`config.mk`:
```
export PLATFORM = sky130hd
export DESIGN_NAME = boi_fifo
export DESIGN_NICKNAME = d
export VERILOG_FILES = /design/src/hw/rtl/boi_fifo.sv
export SDC_FILE = /design/constraint.sdc
export NUM_CORES = 1
export LEC_CHECK = 0
export ABC_AREA = 1
export BUFFER_PORTS_ARGS = -buffer_cell sky130_fd_sc_hd__buf_4
export CORE_MARGIN = 2
export CORE_UTILIZATION = 53
export CTS_CLUSTER_SIZE = 16
export DETAILED_ROUTE_END_ITERATION = 10
export HOLD_SLACK_MARGIN = 0.05
export PLACE_DENSITY = 0.93
export SLEW_MARGIN = 20
export SYNTH_ARGS = -nofsm -noshare
export SYNTH_HDL_FRONTEND = slang
export SYNTH_SLANG_ARGS = --single-unit
```
`constraint.sdc`:
```
create_clock -name clk -period 2.25 [get_ports clk]
set_input_delay 0.1125 -clock clk [delete_from_list [all_inputs] [get_ports clk]]
set_output_delay 0.1125 -clock clk [all_outputs]
set_load 0.03 [all_outputs]
```
`src/hw/rtl/boi_fifo.sv`:
```
module boi_fifo #(
	parameter int W = 8,
	parameter int DEPTH = 2
) (
	input logic clk,
	input logic arst_n,
	input logic push,
	input logic [W-1:0] wdata,
	output logic full,
	input logic pop,
	output logic [W-1:0] rdata,
	output logic empty
);

	localparam int AW = $clog2(DEPTH);
	localparam int CW = $clog2(DEPTH + 1);

	logic [W-1:0] mem [DEPTH];
	logic [AW-1:0] wr_ptr_q;
	logic [AW-1:0] rd_ptr_q;
	logic [CW-1:0] count_q;
	logic do_push;
	logic do_pop;

	assign full = (count_q == CW'(DEPTH));
	assign empty = (count_q == '0);
	assign do_push = push && !full;
	assign do_pop = pop && !empty;
	assign rdata = mem[rd_ptr_q];

	always_ff @(posedge clk) begin
		if (do_push) begin
			mem[wr_ptr_q] <= wdata;
		end
	end

	always_ff @(posedge clk or negedge arst_n) begin
		if (!arst_n) begin
			wr_ptr_q <= '0;
			rd_ptr_q <= '0;
			count_q <= '0;
		end else begin
			if (do_push) begin
				wr_ptr_q <= (wr_ptr_q == AW'(DEPTH - 1)) ? '0 : wr_ptr_q + 1'b1;
			end
			if (do_pop) begin
				rd_ptr_q <= (rd_ptr_q == AW'(DEPTH - 1)) ? '0 : rd_ptr_q + 1'b1;
			end
			if (do_push && !do_pop) begin
				count_q <= count_q + 1'b1;
			end else if (do_pop && !do_push) begin
				count_q <= count_q - 1'b1;
			end
		end
	end

endmodule

```
==> flow_summary_export.csv <==
group,metric,value,unit
floorplanning,io_pins,22,
global_route,grt_pass1_wl,2.46,mm
clock_tree,cts_tree,"built",
drt,vias,605,
clock_tree,cts_buffer_depth,2,
synthesis,yosysWarnings,0,
pwr,p_sw_share,43.4,%
global_route,grt_usage,20.0,%
finish,syn_to_final_growth,36.9,%
setup_path,crit-reg2reg-launch,"count_q[0]",
sta,finalCritPeriodShare,68.5,%
setup_path,critPathCapture,"rdata[5]",
job,maxCapViolations,0,
clock_tree,cts_root_buf,"clkbuf_4",
clock_tree,clkSinkCount,20,
setup_path,worstSetupStartpointType,"register",
finish,drive_gt1_share,25.2,%
pwr,power_density,1300,nW/um2
setup_path,cp.arrival,1430,ps
global_route,first_global_vias,555,
synthesis,ys_types,14,
clock_tree,htreeDepth,1,
setup_path,crit_start,"rd_ptr_q",
place,hpwl,974,um
clock_tree,path_clk_slew,110,ps
drt,drtIter0Drc,9,
synthesis,avgSynthCellArea,11.1,um2
global_route,antenna_found_initial,0,
sta,worst_slack,708,ps
sta,tightest_slew,650,ps
place,pre_cts_ws,778,ps
setup_path,reg2regPathDepth,2,
drt,via_per_inst,4.92,
min_path,hp-class,"in2async",
clock_tree,cts_resized,0,
clock_tree,cts_buffers,3,
drt,first_pass_iters,4,
place,io_buffers,21,
drt,finalWirelength,1.64,mm
sta,fin_skew,4.15,ps
setup_path,cp-end-kind,"output pin",
sta,slew_headroom,56.5,%
setup_path,critPathKind,"reg2out",
sta,fin_crit,1540,ps
global_route,grt_start_max_net_pins,12,
floorplanning,num_rows,14,
setup_path,required,2140,ps
drt,detail-route-antenna-nets,0,
floorplanning,die_h,43.1,um
finish,nNetsFinal,121,
synthesis,ys_seq_elements,20,
setup_path,r2r-end,"mem[1][7]",
global_route,overflow,0,
drt,drc,0,
sta,rsz0062_at_grt,"no",
setup_path,path_max_fanout,10,
finish,antenna_cells,0,
pwr,pwr-share-clk,12.4,%
floorplanning,fp.dieW,43.1,um
pwr,design_power_total,0.00144,W
pwr,power_switching,0.000623,W
pwr,seqPwrFrac,40.8,%
clock_tree,clk_latency,310,ps
sta,max_freq,648,MHz
sta,final-hold-violation-count,0,
pwr,p_int,0.000813,W
place,gp_congestion,0.678,
synthesis,syn_nets,86,
floorplanning,die-area,1860,um2
finish,final_cell_mix,"nand2_1, buf_4, edfxtp_1",
sta,timing.hold.ws,120,ps
outcome,status,"complete, no violations",
sta,setup_viol,0,
sta,slew_violations,0,
sta,setup_tns,0,ps
synthesis,seq_area_frac_synth,71.7,%
synthesis,synth_cells,73,
floorplanning,start_util,55.0,%
clock_tree,postCtsSetupBuffers,0,
pwr,leakage,0.518,nW
synthesis,netlist_area,810,um2
finish,final_common_cell,"nand2_1",
floorplanning,design.core.area,1470,um2
pwr,peakVddDrop,0.863,mV
setup_path,r2r_slack,730,ps
drt,routedWlPerCell,13.3,um
pwr,combPwrFrac,46.8,%
flip-flops by register name (all words and copies together), names as in the netlist:
register  count
count_q       2
wr_ptr_q      1
rd_ptr_q      1
mem          16
metal layers:
| metal | track usage [%] | share of wire, % | up-vias |
|---|---|---|---|
| met5 | 0 | 0 | - |
| met4 | 11.5 | 2.9 | 0 |
| met3 | 6.81 | 6.4 | 6 |
| met2 | 32.8 | 54 | 27 |
| met1 | 22.4 | 36 | 272 |
| li1 | - | - | 300 |
worst min path at each step:
| stage | from | endpoint | slack [ps] |
|---|---|---|---|
| global route | arst_n | count_q[0] | 120 |
| detailed placement | arst_n | count_q[0] | -90 |
| CTS | arst_n | count_q[0] | 130 |
| floorplan | arst_n | count_q[0] | -180 |
| global placement | arst_n | count_q[1] | -90 |
| finish | arst_n | count_q[0] | 120 |
power groups by stage:
| stage | clock (W) | sequential [W] | combinational [W] |
|---|---|---|---|
| 6_report | 0.000178 | 0.000587 | 0.000672 |
| 5_1_grt | 0.000198 | 0.000597 | 0.000728 |
| 4_1_cts | 0.000169 | 0.000582 | 0.000664 |
| 3_5_place_dp | 0 | 0.000591 | 0.000646 |
| 3_3_place_gp | 0 | 0.000585 | 0.000622 |
| 2_1_floorplan | 0 | 0.000558 | 0.000455 |
layout make-up:
| class | count | area (um2) |
|---|---|---|
| tap | 16 | 20.0 |
| clock inverter | 1 | 3.75 |
| timing repair buffer | 31 | 258 |
| sequential | 20 | 581 |
| fill | 97 | 363 |
| multi-input combinational | 44 | 194 |
| inverter | 8 | 30.0 |
| clock buffer | 3 | 22.5 |
logic make-up (layout without fill, tap and decap cells):
| kind of cell | Yosys count | count (layout) | share of synthesized area (%) |
|---|---|---|---|
| XOR/XNOR | 1 | 1 | 1.08 |
| flip-flops | 20 | 20 | 71.7 |
| buffers and inverters | 9 | 43 | 4.33 |
| adder cells (fa/ha/maj) | 1 | 1 | 1.55 |
| AO/OA/AOI/OAI | 2 | 2 | 1.24 |
| AND/OR/NAND/NOR | 40 | 40 | 20.1 |
what timing repair did:
action,in CTS,in global routing
hold endpoints to repair,21,0
hold buffers,10,0
endpoints found under the setup margin,0,0
through the flow:
stage | std cells | util, % | instance area, um2
floorplan | 73 | - | 810
global placement | 109 | 66.8 | 982
detailed placement | 109 | 66.8 | 982
CTS | 123 | 75.3 | 1110
global route | 123 | 75.3 | 1110
finish | 123 | 75.3 | 1110
cells in the mapped netlist:
library cell / instances / share of area [%]
nand2_1: 33 / 15
edfxtp_1: 16 / 59
inv_1: 7 / 3.2
dfrtp_1: 4 / 12
nor2_1: 2 / 0.93
nor2_2: 2 / 1.5
o21ai_0: 2 / 1.2
buf_2: 1 / 0.62
ha_1: 1 / 1.5
inv_2: 1 / 0.46
nand3_1: 1 / 0.62
nand3b_1: 1 / 0.93
nand4_1: 1 / 0.77
xnor2_1: 1 / 1.1
worst max-delay path: stages (launching register included):
cell     delay [ps]
dfrtp_1         560
inv_2           160
nand2_1         130
nand2_1          90
buf_4           180
No activity file was read; power rests on OpenSTA's default activity.
