File: src/hw/rtl/boi_pkg.sv
package boi_pkg;

	localparam int unsigned CORDIC_STEPS = 24;
	localparam int unsigned DIV_BITS = 74;
	localparam logic signed [31:0] CORDIC_GAIN = 32'sd652032874;
	localparam logic [29:0] TURN_PER_RAD = 30'd683565276;
	localparam logic [13:0] STEER_LIMIT = 14'd12867;
	localparam logic [30:0] RATE_MAX = 31'h7FFF_FFFF;
	localparam logic [9:0] MS_PER_S = 10'd1000;

	localparam logic CFG_METERS_PER_TICK = 1'b0;
	localparam logic CFG_INV_WHEELBASE = 1'b1;

	localparam logic [23:0] METERS_PER_TICK_RST = 24'd1549580;
	localparam logic [23:0] INV_WHEELBASE_RST = 24'd344926;

	typedef enum logic [1:0] {
		JOB_BAD,
		JOB_STILL,
		JOB_MOVE
	} job_kind_t;

	typedef struct packed {
		job_kind_t kind;
		logic [31:0] dt;
		logic dneg;
		logic [32:0] dmag;
		logic signed [14:0] steer;
	} job_t;

	typedef struct packed {
		logic signed [31:0] x_pos;
		logic signed [31:0] y_pos;
		logic [31:0] heading;
		logic signed [31:0] vel_x;
		logic signed [31:0] vel_y;
		logic signed [31:0] yaw_rate;
		logic bad_interval;
	} result_t;

	function automatic logic [29:0] atan_turn(input logic [4:0] i);
		logic [29:0] v;
		case (i)
			5'd0: v = 30'd536870912;
			5'd1: v = 30'd316933406;
			5'd2: v = 30'd167458907;
			5'd3: v = 30'd85004756;
			5'd4: v = 30'd42667331;
			5'd5: v = 30'd21354465;
			5'd6: v = 30'd10679838;
			5'd7: v = 30'd5340245;
			5'd8: v = 30'd2670163;
			5'd9: v = 30'd1335087;
			5'd10: v = 30'd667544;
			5'd11: v = 30'd333772;
			5'd12: v = 30'd166886;
			5'd13: v = 30'd83443;
			5'd14: v = 30'd41722;
			5'd15: v = 30'd20861;
			5'd16: v = 30'd10430;
			5'd17: v = 30'd5215;
			5'd18: v = 30'd2608;
			5'd19: v = 30'd1304;
			5'd20: v = 30'd652;
			5'd21: v = 30'd326;
			5'd22: v = 30'd163;
			5'd23: v = 30'd81;
			default: v = 30'd0;
		endcase
		return v;
	endfunction

endpackage

File: src/hw/rtl/boi_front.sv
module boi_front (
	input logic clk,
	input logic arst_n,
	input logic push,
	input logic [31:0] time_ms,
	input logic signed [31:0] left_count,
	input logic signed [31:0] right_count,
	input logic signed [14:0] steering,
	input logic job_full,
	output logic job_push,
	output boi_pkg::job_t job
);

	logic primed_q;
	logic [31:0] prev_time_q;
	logic signed [32:0] prev_sum_q;
	logic signed [32:0] sum;
	logic signed [33:0] dsum;
	logic [33:0] dabs;
	logic [31:0] dt;
	logic accept;

	assign sum = {left_count[31], left_count} + {right_count[31], right_count};
	assign dsum = {sum[32], sum} - {prev_sum_q[32], prev_sum_q};
	assign dabs = dsum[33] ? 34'(-dsum) : 34'(dsum);
	assign dt = time_ms - prev_time_q;
	assign accept = push && !job_full;
	assign job_push = accept && primed_q;

	always_comb begin
		job.dt = dt;
		job.dneg = dsum[33];
		job.dmag = dabs[32:0];
		job.steer = steering;
		if (dt == '0) begin
			job.kind = boi_pkg::JOB_BAD;
		end else if (dsum == '0) begin
			job.kind = boi_pkg::JOB_STILL;
		end else begin
			job.kind = boi_pkg::JOB_MOVE;
		end
	end

	always_ff @(posedge clk or negedge arst_n) begin
		if (!arst_n) begin
			primed_q <= 1'b0;
			prev_time_q <= '0;
			prev_sum_q <= '0;
		end else if (accept) begin
			primed_q <= 1'b1;
			prev_time_q <= time_ms;
			prev_sum_q <= sum;
		end
	end

endmodule

File: config.mk
export PLATFORM = sky130hd
export DESIGN_NAME = boi_front
export DESIGN_NICKNAME = d
export VERILOG_FILES = /design/src/hw/rtl/boi_pkg.sv /design/src/hw/rtl/boi_front.sv
export SDC_FILE = /design/constraint.sdc
export NUM_CORES = 1
export LEC_CHECK = 0
export BUFFER_PORTS_ARGS = -buffer_cell sky130_fd_sc_hd__buf_2
export CORE_ASPECT_RATIO = 2
export CORE_MARGIN = 2
export CORE_UTILIZATION = 61
export DETAILED_ROUTE_END_ITERATION = 12
export PLACE_DENSITY = 0.88
export SETUP_SLACK_MARGIN = 0.3
export SLEW_MARGIN = 30
export SYNTH_ARGS = -nofsm -noshare
export SYNTH_HDL_FRONTEND = slang
export SYNTH_SLANG_ARGS = --single-unit
File: constraint.sdc
create_clock -name clk -period 13.6 [get_ports clk]
set_input_delay 1.36 -clock clk [delete_from_list [all_inputs] [get_ports clk]]
set_output_delay 1.36 -clock clk [all_outputs]
set_load 0.05 [all_outputs]
==> flow_metrics.tcl, run 1 <==
set metrics [dict create \
    outcome "completed" \
    whs_path_depth 2 \
    via_per_inst 6.19 \
    power_mw 2.63 \
    place_congestion 0.977 \
    yosysWarnings 0 \
    reg2reg_to "prev_sum_q[26]" \
    clkLatencyLatePin_ns 0.34 \
    clock_path_buffers 2 \
    worst_slew_pin_slew_ns 0.880 \
    fp-row-count 63 \
    grtUsageMet3 0.0433 \
    cts_tree "yes" \
    drt_iter0_markers 366 \
    crit_path_end_kind "output pin" \
    synth-edff-count 0 \
    first_global_vias 9101 \
    fin_crit_sh 0.631 \
    initial_core_util 0.623 \
    drcViolationCount 0 \
    worstHoldPathType "reg2reg" \
    ys.flop_type "dfrtp_1" \
    fin_ws_ns 5.02 \
    grt_max_degree 74 \
    htreeDepth 3 \
    cts_resized 0 \
    fin_skew_ns 0 \
    die-area_um2 16200 \
    final_common_cell "buf_2" \
    met1_usage 0.281 \
    grt_pass1_wl_mm 40.5 \
    fin_nets 1508 \
    slew_violations 0 \
    maxCapViolCount 0 \
    layout_common_cells "buf_2 (168), inv_1 (103), a21oi_1 (101)" \
    hold_buffers 0 \
    post_cts_buffers 0 \
    multi_input_area_um2 6920 \
    setup_viol 0 \
    synth.ff_latch_count 66 \
    yosysUniqueCellTypes 82 \
    die_y_um 178 \
    yosysTopAreaCell "dfrtp_1" \
    hpwlAfterDp_mm 20.5 \
    startpoint_type "input pin" \
    postSynthCellCount 1166 \
    grtUsageTotal 0.307 \
    grt_use_met2 0.621 \
    worstPathArrival_ns 7.22 \
    ios 199 \
    syn_avg_cell_area_um2 7.91 \
    worst-path-max-fanout 5 \
    fin_util 0.700 \
    hold_path_end "primed_q" \
    ff2ff_setup_slack_ns 12.81 \
    wirelength_mm 25.2 \
    p_leak_nw 5.00 \
    hp-start "primed_q" \
    grt-ovfl-total 0 \
    cp.required_ns 12.24 \
    reg2reg_depth 1 \
    max_freq_mhz 117 \
    relSlewSlack 0.414 \
    portBuffers 168 \
    seqCellArea_um2 1650 \
    fillers 1289 \
    drive_above_1_share 0.212 \
    p_per_area_nw_per_um2 254 \
    finalCriticalPeriod_ns 8.58 \
    hold_viol_final 0 \
    cts_made_buffers 9 \
    path_class "in2out" \
    clock_sinks 66 \
    grt_busiest_layer "met2" \
    antenna_found_initial 2 \
    synthTopCellsByArea "dfrtp_1 (18%), ha_1 (13%), mux2_2 (7.1%)" \
    cts_root_buf "clkbuf_16" \
    vdd_drop_max_v 0.000124 \
    rsz0062_at_grt "no" \
    synth_seq_area_share 0.179 \
    clkSlewWorstSetupHoldPaths_ns 0.06 \
    synth_top_area_share 0.179 \
    synth-async-reset-ratio 1.00 \
    dp_slack_ns 5.03 \
    fp.dieW_um 91.0 \
    areaGrowthSynthToFinish_pct 12.5 \
    routedWlPerCell_um 16.9 \
    ant_nets 0 \
    core-area_um2 14800 \
    r2r_start "prev_sum_q[26]" \
    final.setup.tns_ns 0 \
    vias 9254 \
    synthesis.nets 1381 \
    netlist_area_um2 9230 \
    drt_pass1_iterations 5 \
]
-- cell families after synthesis --
group / share of synthesized area
fa+ha+maj: 0.138
mux: 0.0730
buf+inv: 0.0715
compound gates: 0.268
simple gates: 0.177
xor+xnor: 0.0929
flops: 0.179
-- layout make-up --
type,count,area share
Tap cell,195,0.0235
Clock buffer,11,0.0244
Sequential cell,66,0.159
Timing Repair Buffer,171,0.0836
Clock inverter,5,0.00506
Inverter,103,0.0373
Antenna cell,2,0.000482
Multi-Input combinational cell,942,0.667
-- state kept, by name, summed over array words and instances (netlist names) --
signal	count
primed_q	1
prev_time_q	32
prev_sum_q	33
-- metal layers --
metal | share of wire | vias to the layer above
met4 | 0.049 | 0
met1 | 0.35 | 4321
met3 | 0.047 | 97
met2 | 0.56 | 338
met5 | 0 | -
li1 | - | 4498
-- worst max-delay path, stage by stage --
cell and delay, ns:
buf_2 0.12, ha_1 0.28, a21o_1 0.11, a21o_1 0.16, a211oi_1 0.12, or4_1 0.52
a31oi_1 0.41, o22ai_1 0.25, o41ai_1 0.44, xnor2_1 0.16, ha_1 0.39, nand2_1 0.07
o21ai_0 0.31, nor3_1 0.16, o211a_1 0.22, o311ai_0 0.30, o311ai_0 0.31, nor4bb_1 0.55
and3b_1 0.29, nand3_1 0.13, a211oi_1 0.26, buf_2 0.30
-- cells in the mapped netlist (21+ instances only) --
cell type  count
dfrtp_1       66
clkbuf_1      31
nor2_1        81
mux2_2        58
nand3_1       24
a31oi_1       21
o21ai_0       60
nand2_1       76
xor2_1        36
nor3_1        25
xnor2_1       60
ha_1          97
a21o_1        42
inv_1        103
a21oi_1      101
-- per-stage QoR --
stage          area [µm²]  cells  hold slack (ns)
2_1_floorplan        9230   1166            0.415
3_3_place_gp        10100   1477            0.425
3_5_place_dp        10100   1477            0.432
4_1_cts             10400   1493            0.447
5_1_grt             10400   1495            0.483
6_report            10400   1495            0.445
-- power by group --
group / leakage (nW) / switching [mW] / internal (mW) / total, mW
combinational: 4.07 / 1.49 / 0.643 / 2.13
sequential: 0.773 / 0.0218 / 0.239 / 0.261
clock: 0.151 / 0.0871 / 0.151 / 0.238
total: 5.00 / 1.60 / 1.03 / 2.63
-- worst max-delay path by stage --
stage                  startpoint      end  slack [ns]
global route        left_count[8]  job[81]        4.53
floorplan           left_count[0]  job[81]        5.19
CTS                 left_count[8]  job[81]        5.03
global placement    left_count[0]  job[19]        5.25
finish              left_count[1]  job[81]        5.02
detailed placement  left_count[8]  job[81]        5.03
Power figures use the tool's default switching activity.
==> inputs of run 2 (changes only) <==
--- a/config.mk
+++ b/config.mk
@@ -8,9 +8,9 @@
 export BUFFER_PORTS_ARGS = -buffer_cell sky130_fd_sc_hd__buf_2
 export CORE_ASPECT_RATIO = 2
 export CORE_MARGIN = 2
-export CORE_UTILIZATION = 61
+export CORE_UTILIZATION = 52
 export DETAILED_ROUTE_END_ITERATION = 12
-export PLACE_DENSITY = 0.88
+export PLACE_DENSITY = 0.8
 export SETUP_SLACK_MARGIN = 0.3
 export SLEW_MARGIN = 30
 export SYNTH_ARGS = -nofsm -noshare
==> constraint.sdc (replaced) <==
create_clock -name clk -period 7.2 [get_ports clk]
set_input_delay 0.72 -clock clk [delete_from_list [all_inputs] [get_ports clk]]
set_output_delay 0.72 -clock clk [all_outputs]
set_load 0.05 [all_outputs]
==> run 2 against run 1 <==
Net effect: critical path depth is 3 higher; critical path type unchanged; non-clock buffer count rose by 17; clock skew unchanged; die area is 17% higher; via count decreased by 1.5%.
==> flow_metrics.tcl, run 2 (synthesis gave the netlist of run 1 again) <==
set metrics [dict create \
    p_per_area_nw_per_um2 495 \
    layout_common_cells "buf_2 (160), inv_1 (102), a21oi_1 (95)" \
    dp_slack_ns -0.00138 \
    core-area_um2 17400 \
    design_area_um2 10800 \
    slew_violations 0 \
    n_antenna_cell 0 \
    p_leak_nw 5.13 \
    startpoint_type "input pin" \
    cts_tree "yes" \
    crit_top_cell "o21bai_1" \
    setup_viol 0 \
    ff2ff_setup_slack_ns 6.42 \
    r2r_start "prev_time_q[7]" \
    worstHoldPathType "in2async" \
    fin_crit_sh 0.938 \
    areaGrowthSynthToFinish_pct 16.7 \
    fp-row-count 68 \
    initial_core_util 0.532 \
    grt_pass1_wl_mm 40.3 \
    max_freq_mhz 148 \
    htreeDepth 3 \
    vdd_drop_max_v 0.000343 \
    portBuffers 168 \
    drt_iter0_markers 397 \
    dpl-instance-area_um2 10200 \
    clock_path_buffers 2 \
    fin_ws_ns 0.445 \
    place_congestion 0.940 \
    ios 199 \
    path_class "in2out" \
    drcViolationCount 0 \
    ant_nets 0 \
    grt_max_degree 67 \
    finalCriticalPeriod_ns 6.76 \
    clock_sinks 66 \
    top_regs "prev_sum_q: 33 flops, prev_time_q: 32 flops, primed_q: 1 flops" \
    clkLatencyLatePin_ns 0.34 \
    maxCapViolCount 0 \
    rsz0062_at_grt "yes" \
    hold_viol_final 0 \
    worst_slew_pin_slew_ns 0.828 \
    via_per_inst 5.97 \
    die-area_um2 18900 \
    die_y_um 192 \
    drt_pass1_iterations 5 \
    final.setup.tns_ns 0 \
    fillers 1594 \
    top_register "prev_sum_q" \
    slowest_stage "or4b_4" \
    fp.dieW_um 98.2 \
    reg2reg_to "prev_time_q[7]" \
    cpPeakStageDelay_ns 0.59 \
    cp.required_ns 6.48 \
    cts_root_buf "clkbuf_16" \
    routedWlPerCell_um 16.8 \
    vias 9114 \
    fin_skew_ns 0 \
    wirelength_mm 25.7 \
    outcome "completed" \
    worstSetupStartpoint "left_count[0]" \
    largest_register_ffs 33 \
    grt-ovfl-total 0 \
    whs_ns 0.390 \
    antenna_found_initial 0 \
    reg2reg_depth 1 \
    drive_above_1_share 0.242 \
    relSlewSlack 0.441 \
    hold_buffers 0 \
    hpwlAfterDp_mm 20.6 \
    crit_path_end_kind "output pin" \
    clkSlewWorstSetupHoldPaths_ns 0.06 \
    fin_nets 1526 \
    worstPathArrival_ns 6.04 \
    cts_made_buffers 9 \
    worst-path-max-fanout 8 \
    first_global_vias 8888 \
    final_common_cell "buf_2" \
    grtUsageTotal 0.261 \
    power_mw 5.33 \
]
-- run 2: cell type report --
class | count | area (µm²) | area share
Multi-Input combinational cell | 942 | 7120 | 0.661
Sequential cell | 66 | 1650 | 0.153
Timing Repair Buffer | 188 | 1040 | 0.0962
Inverter | 103 | 390 | 0.0363
Clock buffer | 14 | 264 | 0.0245
Tap cell | 210 | 263 | 0.0244
Clock inverter | 2 | 35.0 | 0.00325
Timing Repair inverter | 1 | 7.51 | 0.000697
-- run 2: worst max path at each step --
stage | end | slack, ns | cells past startpoint
2_1_floorplan | job[40] | 0.31 | 23
6_report | job[42] | 0.44 | 25
5_1_grt | job[42] | 0.23 | 25
3_3_place_gp | job[42] | 0.02 | 24
4_1_cts | job[81] | 0.30 | 23
3_5_place_dp | job[42] | -0.001 | 24
-- run 2: timing repair --
action | 4_1_cts | 5_1_grt
pin swaps | 2 | 9
hold endpoints to repair | 0 | 0
cloned | 0 | 1
endpoints found under the setup margin | 13 | 35
buffers inserted | 2 | 6
resized for setup | 7 | 41
-- run 2: stage by stage --
stage | utilization | instances
floorplan | - | 1166
global placement | 0.585 | 1500
detailed placement | 0.585 | 1500
CTS | 0.605 | 1518
global route | 0.620 | 1526
finish | 0.620 | 1526
-- run 2: per-layer routing --
metal / wire length (µm) / track usage
met5: 0 / 0
met4: 1270 / 0.141
met3: 880 / 0.0268
met2: 14500 / 0.535
met1: 9030 / 0.244
-- run 2: worst max-delay path, delay by kind of cell --
kind / cells / cell delay (ns)
adder cells (fa/ha/maj): 3 / 0.92
AND/OR/NAND/NOR: 3 / 1.41
AO/OA/AOI/OAI: 13 / 1.95
XOR/XNOR: 3 / 0.52
buffers and inverters: 3 / 0.52
-- run 2: report_power, final --
group / internal (mW) / total [mW] / leakage (nW) / switching [mW]
clock: 0.287 / 0.454 / 0.147 / 0.167
sequential: 0.451 / 0.489 / 0.773 / 0.0377
combinational: 1.38 / 4.38 / 4.21 / 3.00
total: 2.12 / 5.33 / 5.13 / 3.21
